## config.mk

```make
export PLATFORM = sky130hd
export DESIGN_NAME = tewlf_front
export DESIGN_NICKNAME = d
export VERILOG_FILES = /design/src/design/tewlf_pkg.sv /design/src/design/tewlf_front.sv
export SDC_FILE = /design/constraint.sdc
export NUM_CORES = 1
export LEC_CHECK = 0
export ABC_AREA = 1
export BUFFER_PORTS_ARGS = -buffer_cell sky130_fd_sc_hd__buf_2
export CAP_MARGIN = 10
export CORE_MARGIN = 3
export CORE_UTILIZATION = 26
export DETAILED_ROUTE_END_ITERATION = 8
export PLACE_DENSITY_LB_ADDON = 0.12
export SLEW_MARGIN = 25
export SYNTH_ARGS = -nofsm -noshare
export SYNTH_HDL_FRONTEND = slang
export SYNTH_SLANG_ARGS = --single-unit
```

## constraint.sdc

```tcl
create_clock -name clk -period 1.8 [get_ports clk]
set_input_delay 0.09 -clock clk [delete_from_list [all_inputs] [get_ports clk]]
set_output_delay 0.09 -clock clk [all_outputs]
set_load 0.1 [all_outputs]
```

## src/design/tewlf_pkg.sv

```systemverilog
package tewlf_pkg;

  localparam int LINE_DEPTH       = 32768;
  localparam int SINE_TABLE_DEPTH = 1024;
  localparam int TANH_TABLE_DEPTH = 1024;

  localparam int LINE_AW      = $clog2(LINE_DEPTH);
  localparam int SINE_AW      = $clog2(SINE_TABLE_DEPTH);
  localparam int TANH_AW      = $clog2(TANH_TABLE_DEPTH);
  localparam int TANH_ENTRIES = TANH_TABLE_DEPTH + 1;
  localparam int TANH_RAM_AW  = $clog2(TANH_ENTRIES);

  localparam logic signed [18:0] RESONANCE_Q16 = 19'sd183501;
  localparam logic signed [16:0] WET_Q15       = 17'sd22938;
  localparam logic [23:0]        Q22_ONE       = 24'h400000;
  localparam logic [27:0]        TANH_K27      = 28'd113246208;

  // Register map, word index on the configuration port
  localparam logic [2:0] REG_ENABLE   = 3'd0;
  localparam logic [2:0] REG_BASE     = 3'd1;
  localparam logic [2:0] REG_MIN      = 3'd2;
  localparam logic [2:0] REG_DEPTH    = 3'd3;
  localparam logic [2:0] REG_STEP     = 3'd4;
  localparam logic [2:0] REG_FEEDBACK = 3'd5;
  localparam logic [2:0] REG_COEFF    = 3'd6;
  localparam logic [2:0] REG_NORM     = 3'd7;

  typedef struct packed {
    logic [22:0] base_delay;
    logic [22:0] min_delay;
    logic [22:0] lfo_depth;
    logic [31:0] lfo_step;
    logic [14:0] feedback_gain;
    logic [19:0] ladder_coeff;
    logic [16:0] ladder_norm;
  } cfg_t;

  typedef struct packed {
    logic               valid;
    logic               pass;
    logic signed [15:0] sample;
  } q_head_t;

  typedef struct packed {
    logic pop;
    logic busy;
  } back_ctl_t;

endpackage

```

## src/design/tewlf_front.sv

```systemverilog
module tewlf_front
  import tewlf_pkg::*;
(
  input  logic               clk,
  input  logic               rst_n,
  input  logic               effect_enable,
  input  logic               in_valid,
  output logic               in_stall,
  input  logic signed [15:0] in_sample_in,
  output q_head_t            head,
  input  back_ctl_t          ctl
);

  logic               pass_r   [2];
  logic signed [15:0] sample_r [2];
  logic               wptr_r, wptr_nxt;
  logic               rptr_r, rptr_nxt;
  logic [1:0]         cnt_r, cnt_nxt;
  logic               push, pop;

  assign in_stall = ctl.busy || (cnt_r == 2'd2);
  assign push     = in_valid && !in_stall;
  assign pop      = ctl.pop && (cnt_r != 2'd0);

  assign head.valid  = (cnt_r != 2'd0);
  assign head.pass   = pass_r[rptr_r];
  assign head.sample = sample_r[rptr_r];

  always_comb begin
    wptr_nxt = push ? ~wptr_r : wptr_r;
    rptr_nxt = pop ? ~rptr_r : rptr_r;
    cnt_nxt  = cnt_r + 2'(push) - 2'(pop);
  end

  always_ff @(posedge clk) begin
    if (!rst_n) begin
      wptr_r <= 1'b0;
      rptr_r <= 1'b0;
      cnt_r  <= 2'd0;
    end else begin
      wptr_r <= wptr_nxt;
      rptr_r <= rptr_nxt;
      cnt_r  <= cnt_nxt;
    end
  end

  // The enable is sampled as the item enters, so a disabled item is tagged to pass through.
  always_ff @(posedge clk) begin
    if (push) begin
      pass_r[wptr_r]   <= !effect_enable;
      sample_r[wptr_r] <= in_sample_in;
    end
  end

endmodule

```

Word-level counts from Yosys, hierarchy flattened
Memories as Yosys holds them, arrays and structs flattened. A register that Yosys moved wholly into a read port is not among the register bits.
Index checks and enable logic that the tools add are counted.
{ "word_totals": {"reg_bits": 4, "ram_bits": 34, "inputBits": 22, "output_inout_bits": 19, "elab_cells": 22, "n_memories": 2} }
{ "mem_list": {"columns": ["memory", "words", "width", "rd", "rd_clocked_by_memory_dff", "write_ports", "line", "text"], "rows": [
  ["sample_r", 2, 16, 1, 1, 1, "tewlf_front.sv:15", "logic signed [15:0] sample_r [2];"],
  ["pass_r", 2, 1, 1, 1, 1, "tewlf_front.sv:14", "logic pass_r [2];"]
]} }
{ "classes": {"add_sub_neg": 2, "eq_ne": 1, "mux": 6, "bitwise": 2, "n_reduce_logical": 6} }
{ "ops": {"columns": ["operator", "n"], "rows": [
  ["$mux 1", 6],
  ["$add 2x1->2", 1],
  ["$eq 2x2->1 const B", 1],
  ["$logic_and 1x1->1", 2],
  ["$logic_not 1->1", 2],
  ["$not 1->1", 2],
  ["$reduce_bool 2->1", 1],
  ["$sub 2x1->2", 1],
  ["$logic_or 1x1->1", 1]
]} }

Longest topological paths before layout
{ "logic_depth": {"depth_word": 6, "ltp_mapped": 11, "ltp_nobuf": 11} }

Worst setup path before layout
Ideal clock, no wire load.
{ "synth_path": {"path_type": "register -> register", "from": "register cnt_r[0]", "to": "memory pass_r[0] (enable)", "arrival_time_ps": 1322, "slack_ps": 87, "path_stages_with_launch": 5, "path_buffers": 0, "period_less_slack_ps": 1713, "path_cell_list": "dfxtp_1 > inv_1 > nand2_1 > nand3_1 > nor2_1"} }
{ "synth_between": {"elab_chain_len": 6} }
{ "synth_rtl": {"columns": ["element", "line", "text"], "rows": [
  ["from (decl)", "tewlf_front.sv:18", "logic [1:0] cnt_r, cnt_nxt;"],
  ["from (signal assigned)", "tewlf_front.sv:43", "cnt_r <= cnt_nxt;"],
  ["$eq 2x2->1", "tewlf_front.sv:21", "assign in_stall = ctl.busy || (cnt_r == 2'd2);"],
  ["$logic_or 1x1->1", "tewlf_front.sv:21", null],
  ["$logic_not 1->1", "tewlf_front.sv:22", "assign push = in_valid && !in_stall;"],
  ["$logic_and 1x1->1", "tewlf_front.sv:22", null],
  ["$mux 1", "tewlf_front.sv:49", "if (push) begin"],
  ["$mux 1 (not written as such)", "tewlf_front.sv:50", "pass_r[wptr_r] <= !effect_enable;"],
  ["to (decl)", "tewlf_front.sv:14", null]
]} }
No other way between the ends.

Worst setup path in the final report
{ "layout_path": {"from": "register cnt_r[0]", "to": "register cnt_r[1]"} }
{ "layout_between": {"elab_chain_len": 6, "elab_cells_between_ends": 8, "cone_classes": "2 x add/sub; 1 x eq/ne; 5 x reduce/logical"} }
{ "layout_rtl": {"columns": ["element", "line", "text"], "rows": [
  ["$eq 2x2->1", "tewlf_front.sv:21", null],
  ["$logic_or 1x1->1", "tewlf_front.sv:21", null],
  ["$logic_not 1->1", "tewlf_front.sv:22", null],
  ["$logic_and 1x1->1", "tewlf_front.sv:22", null],
  ["$add 2x1->2", "tewlf_front.sv:32", "cnt_nxt = cnt_r + 2'(push) - 2'(pop);"],
  ["$sub 2x1->2 *", "tewlf_front.sv:32", null]
]} }
Mark *: on every way between the ends. The rest lies on a longest branch, timed or not.
A chain may end at the register's enable or synchronous reset.

==> reports/metrics.csv <==
stage,metric,value,unit
outcome,status,"finished, final reports clean",
floorplanning,Placement Rows,27,
worst_hold_path,hold crit path type,in2reg,
synth,Post-Syn Area,0.00154,mm²
setup_path,slowest CP cell,dfxtp_1,
clock_network,TritonCTS buffer count,5,
finish,Storage cell area,0.00112,mm²
synth,Synth top area share,66.2,%
clock_network,# clock sinks,39,
grt,total gr overflow,0,
timing,fmax,605,MHz
setup_path,crit-path leading delay family,adder cells,
timing,Tcrit/Tclk final,91.8,%
floorplanning,Die Ht,83,µm
pwr,Static Leak,0.953,nW
pwr,internal cell power,1.93,mW
place,Post-DP HPWL,2130,µm
pwr,Clk pwr share,16.1,%
pwr,sw frac,42.1,%
timing,worst rel slew slack,67.7,%
timing,"Hold Vio Cnt, Final",0,
place,port bufs,40,
setup_path,Required @ worst endpoint,1.98,ns
pwr,sequential share of power,33.5,%
timing,Worst Tran Pin Value,0.487,ns
place,GP Congestion,0.675,
grt,global-route wire length before repair,4840,µm
grt,largest net degree at the start of global routing,13,
timing,# setup viols final,0,
timing,fin. max-slew vios,0,
clock_network,clk slew on worst S/H paths,0.07,ns
setup_path,Crit path top cell by count,inv_1,
clock_network,clk_lat worst skew,0.28,ns
clock_network,root buffer cell,clkbuf_8,
pwr,NetSw,1.40,mW
floorplanning,die width,83,µm
floorplanning,total I/O pin count,41,
finish,nets,183,
route,WL/cell,12.2,µm
setup_path,Crit. End Element,register,
synth,register bit count reported by yosys,39,
floorplanning,Starting Density,27.5,%
synth,post-synthesis sequential area ratio,72.7,%
route,overall routed net length,2840,µm
route,Routed Antenna Nets,0,
synth,Synth cell types,14,
pwr,maximum vdd drop,1.11,mV
synth,Cells after Synth,93,
route,drt drc,0,
synth,largest cells by area after synthesis,"edfxtp_1, mux2_4, dfxtp_1, mux2_2, inv_1",
finish,layout cells sized above 1,43.1,%
place,Place WS,0.191,ns
route,Initial DRT Pass Iterations,4,
finish,area grow syn2layout,51.4,%
synth,yosys warns,0,
timing,Min Hold Slack,0.00976,ns
grt,total track usage,8.93,%
setup_path,Worst Setup Start Kind,register,
finish,fin cells,232,
timing,setup TNS,0,ns
setup_path,CP peak stage delay,0.38,ns
route,Via Count,951,
synth,synthesized area per cell,16.6,µm²
finish,ant diodes,0,
setup_path,CP Cell Sequence,"inv_1, nand2_1, nand3_1, ha_1, inv_1, ha_1, inv_1, nand2_1, a21oi_1, nor2_1",
flow_run,# Max-Cap Violations,0,
synth,Yosys top cell by area,edfxtp_1,
finish,most frequent cells in the layout,"edfxtp_1, buf_2, buf_12",
timing,post-layout min period,1.65,ns
setup_path,WS Path Type,reg2reg,
pwr,Tot Pwr,3.33,mW
finish,multi-input logic area,350,µm²
grt,initial antenna violation count,0,
clock_network,# H-tree levels,2,
setup_path,WP data arrival,1.83,ns
pwr,Pwr per Cell Area,1430,mW/mm²
timing,Final Skew,0.00277,ns
floorplanning,die area,0.00689,mm²
place,Placed Instances,209,
finish,# fillers,537,
finish,"leading cell type in the layout, fill and taps excluded",edfxtp_1,
route,initial DRC count,30,
floorplanning,Placeable Area,0.00561,mm²
grt,number of global-route vias before repair,1023,
timing,unrepaired setup endpoints after global routing,false,
timing,post-route setup slack,0.148,ns
route,via/cell ratio,4.10,
clock_network,TritonCTS clock tree,built,
synth,Syn Nets,117,
clock_network,clk buf depth,2,
pwr,combinational share of power,50.4,%
clock_network,CTS resizes,0,
setup_path,worst-path fanout max,3,
setup_path,WP buf/inv,3,
## routing by layer
layer / routed length (µm) / global-route usage [%] / up-vias
li1: - / - / 460
met1: 1150 / 10.1 / 445
met2: 1440 / 14.9 / 40
met3: 191 / 3.37 / 6
met4: 53 / 4.01 / 0
met5: 0 / 0 / -
## path summary, 6_finish.rpt
kind	depth (start not counted)	slack [ns]	from	endpoint
min	1	0.01	in_sample_in[10]	sample_r[1][10]
min reg2reg	2	0.51	rptr_r	rptr_r
max	10	0.15	cnt_r[0]	cnt_r[1]
max reg2reg	10	0.15	cnt_r[0]	cnt_r[1]
## cells by family (layout without fill, tap and decap cells)
group,after synthesis,after routing,synth area share (%)
AOI/OAI and AO/OA,2,2,0.812
adders and majority gates,2,2,1.62
buffers and inverters,13,80,4.71
DFF,39,39,72.7
muxes,17,17,14.9
and+or+nand+nor,20,20,5.28
## stage by stage
| stage | util [%] | area (µm²) |
|---|---|---|
| after global placement | 37.5 | 2100 |
| after floorplan | - | 1540 |
| after global routing | 41.6 | 2330 |
| final | 41.6 | 2330 |
| after detailed placement | 37.5 | 2100 |
| after CTS | 41.4 | 2320 |
## Yosys cell counts
| library cell | number |
|---|---|
| ha_1 | 2 |
| edfxtp_1 | 34 |
| a21oi_1 | 1 |
| nand3_1 | 3 |
| mux2_4 | 10 |
| mux2_2 | 7 |
| nand2_1 | 10 |
| o21a_1 | 1 |
| nand4_1 | 1 |
| nor2_1 | 6 |
| dfxtp_1 | 5 |
| buf_12 | 1 |
| buf_6 | 1 |
| inv_1 | 11 |
## power groups by stage
stage / Clock, mW / Sequential (mW) / Combinational, mW
2_1_floorplan: 0 / 1.12 / 1.17
3_3_place_gp: 0 / 1.13 / 1.65
3_5_place_dp: 0 / 1.13 / 1.67
4_1_cts: 0.570 / 1.11 / 1.69
5_1_grt: 0.613 / 1.13 / 1.75
6_report: 0.537 / 1.12 / 1.68
## state kept, by name, indices dropped and copies added (netlist names), named ones only
name	cells
sample_r	32
wptr_r	1
cnt_r	2
rptr_r	1
pass_r	2
## cell type report
| class | count | area share [%] |
|---|---|---|
| multi-input cells | 41 | 15.0 |
| clock inverters | 2 | 0.322 |
| repair buffers | 61 | 27.9 |
| well taps | 72 | 3.86 |
| clock buffers | 6 | 3.11 |
| inverters | 11 | 1.77 |
| flip-flops and latches | 39 | 48.0 |
## repair_timing
action,4_1_cts,5_1_grt
endpoints found under the setup margin,0,0
hold buffers,14,1
endpoints found under the hold margin,27,2
setup buffers,0,0
Power figures use the tool's default switching activity.
